### src/hdl/interpolation_search_bound_core_macros.svh
// assertion macros for the interpolation search bound core
// used by the top level, expects i_clk and i_rst_n in scope
`ifndef INTERPOLATION_SEARCH_BOUND_CORE_MACROS_SVH
`define INTERPOLATION_SEARCH_BOUND_CORE_MACROS_SVH

// property checked on every clock edge out of reset
`define ISB_ASSERT(label, prop, msg) \
    label: assert property (@(posedge i_clk) disable iff (!i_rst_n) (prop)) else $error(msg);

// implication checked on every clock edge out of reset
`define ISB_ASSERT_IMPL(label, ante, cons, msg) \
    label: assert property (@(posedge i_clk) disable iff (!i_rst_n) (ante) |-> (cons)) \
        else $error(msg);

`endif

### src/hdl/isb_ram.sv
// generic simple dual-port ram, one write and one registered read
// no dependencies
`default_nettype none
module isb_ram #(
    parameter int WIDTH = 8,
    parameter int DEPTH = 16
) (
    input  wire logic                     i_clk,
    input  wire logic                     i_we,
    input  wire logic [$clog2(DEPTH)-1:0] i_waddr,
    input  wire logic [WIDTH-1:0]         i_wdata,
    input  wire logic [$clog2(DEPTH)-1:0] i_raddr,
    output logic      [WIDTH-1:0]         o_rdata
);
    logic [WIDTH-1:0] r_mem [DEPTH];

    always_ff @(posedge i_clk) begin
        if (i_we) begin
            r_mem[i_waddr] <= i_wdata;
        end
        o_rdata <= r_mem[i_raddr];
    end
endmodule
`default_nettype wire

### config.mk
export PLATFORM = sky130hd
export DESIGN_NAME = isb_ram
export DESIGN_NICKNAME = d
export VERILOG_FILES = /design/src/hdl/interpolation_search_bound_core_macros.svh /design/src/hdl/isb_ram.sv
export SDC_FILE = /design/constraint.sdc
export NUM_CORES = 1
export LEC_CHECK = 0
export BUFFER_PORTS_ARGS = -buffer_cell sky130_fd_sc_hd__buf_2
export CORE_MARGIN = 2
export CORE_UTILIZATION = 50
export CTS_BUF_LIST = sky130_fd_sc_hd__clkbuf_16
export DETAILED_ROUTE_END_ITERATION = 10
export GPL_TIMING_DRIVEN = 0
export PLACE_DENSITY = 0.7
export SLEW_MARGIN = 20
export SYNTH_ARGS = -nofsm -noshare
export SYNTH_HDL_FRONTEND = slang
export SYNTH_SLANG_ARGS = --single-unit
### constraint.sdc
create_clock -name i_clk -period 1.9 [get_ports i_clk]
set_input_delay 0.38 -clock i_clk [delete_from_list [all_inputs] [get_ports i_clk]]
set_output_delay 0.38 -clock i_clk [all_outputs]
set_load 0.005 [all_outputs]
==> results.yml, run 1 <==
pwr:
  power.switching_fraction_pct: 19.78
  ir_drop_mv: 0.5962
  leakagePower_nw: 2.020
  seqPwrFrac_pct: 49.0
  p_per_area_nw_per_um2: 1140
  power.share.clock_pct: 46.4
  p_switching_mw: 1.362
  comb_power_share_pct: 4.6
  cell_internal_pwr_mw: 5.525
clock_tree:
  cts-root-buf: "sky130_fd_sc_hd__clkbuf_16"
  cts-hold-fix-buffers: 0
  clk_latency_ns: 0.41
  cts_setup_buffers: 0
  clock_tree.buffer_depth: 2
  cts_resized: 0
  cts_htree_levels: 4
  clkSlewWorstSetupHoldPaths_ns: 0.05
  cts_inserted_buffers: 17
  cts_sinks: 136
  tritoncts: "yes"
timing:
  final_min_period_over_clock_period_pct: 87.62
  finalMaxSlewViolations: 0
  finalSetupViolCount: 0
  finClkSkew_ns: 0.005331
  worst_slew_pin_slew_ns: 0.8711
  layout_min_cycle_time_ns: 1.665
  grt_setup_unrepaired: "no"
  maxSlewHeadroom_pct: 41.71
  setup_slack_ns: 0.2352
  final_hold_viol_count: 0
  max_freq_mhz: 600.7
synth:
  yosysTopAreaCellShare_pct: 74.67
  yosys.cell_types.count: 19
  synth_fp_nets: 247
  synth_area_per_cell_um2: 22.48
  synthesis.area_um2: 5147
  synth.ff_latch_count: 136
  ys_warn_count: 0
  synthCells: 229
  ys_seq_area_share_pct: 77.78
  synthDominantAreaCellType: "sky130_fd_sc_hd__edfxtp_1"
  synthTopCellsByArea: "sky130_fd_sc_hd__edfxtp_1 75%, sky130_fd_sc_hd__mux4_2 7.9%, sky130_fd_sc_hd__mux4_1 7.1%, sky130_fd_sc_hd__dfxtp_1 3.1%, sky130_fd_sc_hd__a22oi_1 2.3%"
grt:
  grt_start_max_net_pins: 17
  grt_first_pass_wirelength_um: 14990
  grt_overflow: 0
  grt.total_usage_pct: 19.91
  grt_antenna_before_repair: 0
  number_of_global_route_vias_before_repair: 2474
run:
  cap_viol_max_count: 0
placement:
  place_hpwl_um: 5891
  place.detailed.instances: 389
  place_ws_ns: -0.2044
  place.port_buffers: 24
  gpl_wtd_cong: 0.7124
floorplan:
  die_h_um: 105.5
  die-width_um: 105.5
  floorplan.initialDensity_pct: 50.77
  std_cell_rows: 37
  fp.coreArea_um2: 10140
  io_pins: 26
  floorplan.die_area_um2: 11120
cells_and_area:
  final_common_cell: "sky130_fd_sc_hd__edfxtp_1"
  area_delta_synth_final_pct: 17.40
  diodes: 0
  final_cell_mix: "128 x sky130_fd_sc_hd__edfxtp_1, 27 x sky130_fd_sc_hd__buf_2, 18 x sky130_fd_sc_hd__mux4_2"
  multi_input_comb_area_um2: 1077
  layout-drive-gt1-share_pct: 30.18
  design.final.nets: 290
  instances_no_fill: 421
  final-seq-area_um2: 4004
  fillerInstances: 702
worst_setup_path:
  start_kind: "input pin"
  cp-end-kind: "flop"
  cp_data_required_time_ns: 1.93
  crit_fanout: 8
  type_of_the_worst_setup_path: "input pin to flop"
  worst-endpoint-arrival_ns: 1.70
route:
  routed-via-count: 2401
  route.antenna.remaining_nets: 0
  viasPerCell: 5.703
  drtIter0Drc: 291
  wire_per_inst_um: 23.83
  drc: 0
  detail_route.wirelength_um: 10030
  drt_pass1_iterations: 4
worst_hold_path:
  hold_path.class: "input pin to flop"
run_status:
  outcome: "complete, no violations"
-- layer usage --
layer / part of all wire [%] / vias to the layer above / global-route usage, %
met5: 0 / - / 0
met4: 2.1 / 0 / 8.952
met3: 8.0 / 12 / 6.494
met2: 51 / 106 / 31.34
met1: 39 / 1218 / 25.46
li1: - / 1065 / -
-- cells by family (layout without fill, tap and decap cells) --
kind of cell | Yosys count | count (layout) | share of synthesized area (%)
flops | 136 | 136 | 77.78
simple gates | 35 | 35 | 3.184
mux | 32 | 32 | 15.02
compound gates | 16 | 16 | 2.334
buf+inv | 10 | 66 | 1.677
-- power groups by stage --
stage	registers [mW]	clock network (mW)	logic (mW)
6_report	3.37	3.20	0.319
5_1_grt	3.38	3.37	0.345
4_1_cts	3.37	3.24	0.322
3_5_place_dp	3.43	0	0.317
3_3_place_gp	3.43	0	0.307
2_1_floorplan	3.43	0	0.170
-- stage by stage --
| stage | setup TNS [ns] | hold slack (ns) | utilization [%] | total power, mW | instance area, µm² |
|---|---|---|---|---|---|
| floorplan | 0 | 0.4789 | - | 3.603 | 5147 |
| global placement | -11.88 | 0.6548 | 53.63 | 3.734 | 5438 |
| detailed placement | -5.357 | 0.6767 | 53.83 | 3.749 | 5458 |
| CTS | 0 | 0.3568 | 59.61 | 6.935 | 6043 |
| global route | 0 | 0.3573 | 59.61 | 7.096 | 6043 |
| finish | 0 | 0.3684 | 59.61 | 6.887 | 6043 |
-- layout make-up --
class                      instances  area share, %
sequential                       136          66.25
tap                              136          2.816
buffer                            10          1.429
multi-input combinational         83          17.83
clock inverter                    15          2.650
timing repair buffer              24          1.988
clock buffer                      17          7.039
-- Yosys cell counts --
library cell                      number
sky130_fd_sc_hd__nand2b_1              2
sky130_fd_sc_hd__nor2_1               13
sky130_fd_sc_hd__or3b_2                1
sky130_fd_sc_hd__buf_6                 3
sky130_fd_sc_hd__nor3_1                4
sky130_fd_sc_hd__and2b_1               1
sky130_fd_sc_hd__nand3_1               1
sky130_fd_sc_hd__nand3b_1              2
sky130_fd_sc_hd__dfxtp_1               8
sky130_fd_sc_hd__nor2b_1               1
sky130_fd_sc_hd__edfxtp_1            128
sky130_fd_sc_hd__mux4_1               14
sky130_fd_sc_hd__nand2_1               9
sky130_fd_sc_hd__clkdlybuf4s25_2       3
sky130_fd_sc_hd__and2_1                1
sky130_fd_sc_hd__buf_4                 1
sky130_fd_sc_hd__buf_2                 3
sky130_fd_sc_hd__mux4_2               18
sky130_fd_sc_hd__a22oi_1              16
-- path summary, 6_finish.rpt --
| path | cells after the start | from | slack, ns | end |
|---|---|---|---|---|
| hold / removal | 1 | i_wdata[6] | 0.37 | r_mem[13][6] |
| setup reg to reg | 3 | r_mem[5][0] | 0.39 | o_rdata[0] |
| hold reg to reg | 3 | r_mem[9][2] | 0.69 | o_rdata[2] |
| setup / recovery | 3 | i_waddr[2] | 0.24 | r_mem[3][4] |
-- state kept, by name, indices dropped and copies added, names as in the netlist --
register	cells
r_mem	128
o_rdata	8
-- critical path, cell delays in order --
cell and delay, ns:
sky130_fd_sc_hd__buf_2 0.11, sky130_fd_sc_hd__or3b_2 0.54, sky130_fd_sc_hd__nor2_1 0.66
No activity file was read; power rests on OpenSTA's default activity.
==> run 2, diff against run 1 <==
--- a/config.mk
+++ b/config.mk
@@ -6,12 +6,13 @@
 export NUM_CORES = 1
 export LEC_CHECK = 0
 export BUFFER_PORTS_ARGS = -buffer_cell sky130_fd_sc_hd__buf_2
-export CORE_MARGIN = 2
-export CORE_UTILIZATION = 50
+export CELL_PAD_IN_SITES_DETAIL_PLACEMENT = 1
+export CELL_PAD_IN_SITES_GLOBAL_PLACEMENT = 1
+export CORE_UTILIZATION = 48
 export CTS_BUF_LIST = sky130_fd_sc_hd__clkbuf_16
 export DETAILED_ROUTE_END_ITERATION = 10
 export GPL_TIMING_DRIVEN = 0
-export PLACE_DENSITY = 0.7
+export PLACE_DENSITY_LB_ADDON = 0.1
 export SLEW_MARGIN = 20
 export SYNTH_ARGS = -nofsm -noshare
 export SYNTH_HDL_FRONTEND = slang
==> run 2 against run 1 <==
Effect of this change: sequential share of layout area fell by 0.54 points; largest power group is now clock; hold slack improved by 0.0025 ns; flip-flop and latch count did not move; clock power rose by 9.4%; clock skew rose by 0.0022 ns; final cell count did not move; first-iteration DRC count fell by 35%; power rose by 4.4%; largest cell class unchanged; via count fell by 1.5%; critical path type unchanged; die area rose by 0.17%.
==> results.yml, run 2 (synthesis gave the netlist of run 1 again) <==
worst_setup_path:
  setup_crit_start: "i_waddr[2]"
  type_of_the_worst_setup_path: "input pin to flop"
  cp-end-kind: "flop"
  critical_path.reg2reg.startpoint: "r_mem[5][0]"
  cp_data_required_time_ns: 1.93
  start_kind: "input pin"
  crit_fanout: 8
  worst-endpoint-arrival_ns: 1.69
cells_and_area:
  biggestRegsByFlops: "r_mem: 128 flops, o_rdata: 8 flops"
  final_common_cell: "sky130_fd_sc_hd__edfxtp_1"
  layout-drive-gt1-share_pct: 30.18
  share_of_the_core_filled_with_cells_in_the_final_layout_pct: 58.76
  instances_no_fill: 421
  register_bank_with_the_most_flops: "r_mem"
  design.final.nets: 290
  area_delta_synth_final_pct: 18.38
  largest_register_ffs: 128
  diodes: 0
  final_cell_mix: "128 x sky130_fd_sc_hd__edfxtp_1, 27 x sky130_fd_sc_hd__buf_2, 18 x sky130_fd_sc_hd__mux4_2"
floorplan:
  fp.coreArea_um2: 10370
  floorplan.initialDensity_pct: 49.64
  floorplan.die_area_um2: 11140
  die_h_um: 105.6
  die-width_um: 105.6
  std_cell_rows: 37
  io_pins: 26
run:
  cap_viol_max_count: 0
route:
  wl_met2_um: 4903
  drtIter0Drc: 189
  detail_route.wirelength_um: 10440
  maxUsedRoutingLayer: "met4"
  route.antenna.remaining_nets: 0
  sum_of_routed_wire_segments_on_met1_um: 4681
  routed-via-count: 2366
  viasPerCell: 5.620
  drc: 0
  route.met3.wl_um: 624
  drt_pass1_iterations: 5
  wire_per_inst_um: 24.80
clock_tree:
  clock_tree.buffer_depth: 2
  clk_latency_ns: 0.41
  cts_htree_levels: 4
  clkSlewWorstSetupHoldPaths_ns: 0.05
  cts_inserted_buffers: 17
  cts_sinks: 136
  tritoncts: "yes"
  cts_resized: 0
  cts-hold-fix-buffers: 0
  cts_setup_buffers: 0
  cts-root-buf: "sky130_fd_sc_hd__clkbuf_16"
worst_hold_path:
  hp-start: "i_wdata[6]"
  hold_path.class: "input pin to flop"
timing:
  finalMaxSlewViolations: 0
  grt_setup_unrepaired: "no"
  layout_min_cycle_time_ns: 1.660
  maxSlewHeadroom_pct: 44.13
  worst_slew_pin_slew_ns: 0.8350
  finClkSkew_ns: 0.007506
  max_freq_mhz: 602.4
  final_hold_viol_count: 0
  final_min_period_over_clock_period_pct: 87.37
  finalSetupViolCount: 0
placement:
  place_hpwl_um: 6431
  place.detailed.instances: 389
  place.port_buffers: 24
  gpl_wtd_cong: 0.6686
pwr:
  leakagePower_nw: 2.056
  p_per_area_nw_per_um2: 1180
  ir_drop_mv: 0.6034
run_status:
  outcome: "complete, no violations"
grt:
  grt_overflow: 0
  grt_antenna_before_repair: 0
  grt.total_usage_pct: 21.00
  number_of_global_route_vias_before_repair: 2456
  grt_first_pass_wirelength_um: 15570
  grt_start_max_net_pins: 17
==> run 2: changes by cell type in the layout (fill, tap and decap cells not counted), sizes merged <==
cell	delta
inv	+1
clkinvlp	-3
bufinv	+2
==> run 2: area by class of cell <==
class / instances / area [µm²]
repair buffers: 24 / 120.1
multi-input cells: 83 / 1077
clock inverters: 15 / 210.2
fillers: 891 / 4277
flip-flops and latches: 136 / 4004
clock buffers: 17 / 425.4
well taps: 136 / 170.2
plain buffers: 10 / 86.33
==> run 2: worst max-delay path: stages <==
cell                     delay (ns)
sky130_fd_sc_hd__buf_2         0.11
sky130_fd_sc_hd__or3b_2        0.54
sky130_fd_sc_hd__nor2_1        0.66
==> run 2: final timing paths <==
check           endpoint  slack, ns  cells after the start
min          r_mem[6][6]       0.37                      1
max reg2reg   o_rdata[0]       0.42                      3
max          r_mem[2][0]       0.24                      3
min reg2reg   o_rdata[7]       0.69                      3
==> run 2: routing by layer <==
metal	vias to the layer above	GRT usage (%)
met3	12	5.937
met4	0	8.929
met1	1210	29.28
li1	1060	-
met2	84	31.34
met5	-	0
==> run 2: through the flow <==
| step | hold slack [ns] | total power, mW | worst slack [ns] | area (µm²) | setup TNS [ns] |
|---|---|---|---|---|---|
| detailed placement | 0.6762 | 3.759 | -0.1968 | 5458 | -5.029 |
| global placement | 0.6608 | 3.742 | -0.5660 | 5438 | -13.35 |
| global route | 0.3709 | 7.380 | 0.1741 | 6093 | 0 |
| floorplan | 0.4789 | 3.603 | 0.02713 | 5147 | 0 |
| CTS | 0.3636 | 7.247 | 0.2352 | 6093 | 0 |
| finish | 0.3709 | 7.191 | 0.2401 | 6093 | 0 |
==> run 2: report_power, final <==
group	total, mW	internal, mW	leakage [nW]	switching [mW]
registers	3.37	3.36	1.22	0.0167
logic	0.322	0.133	0.520	0.189
clock network	3.50	2.31	0.313	1.19
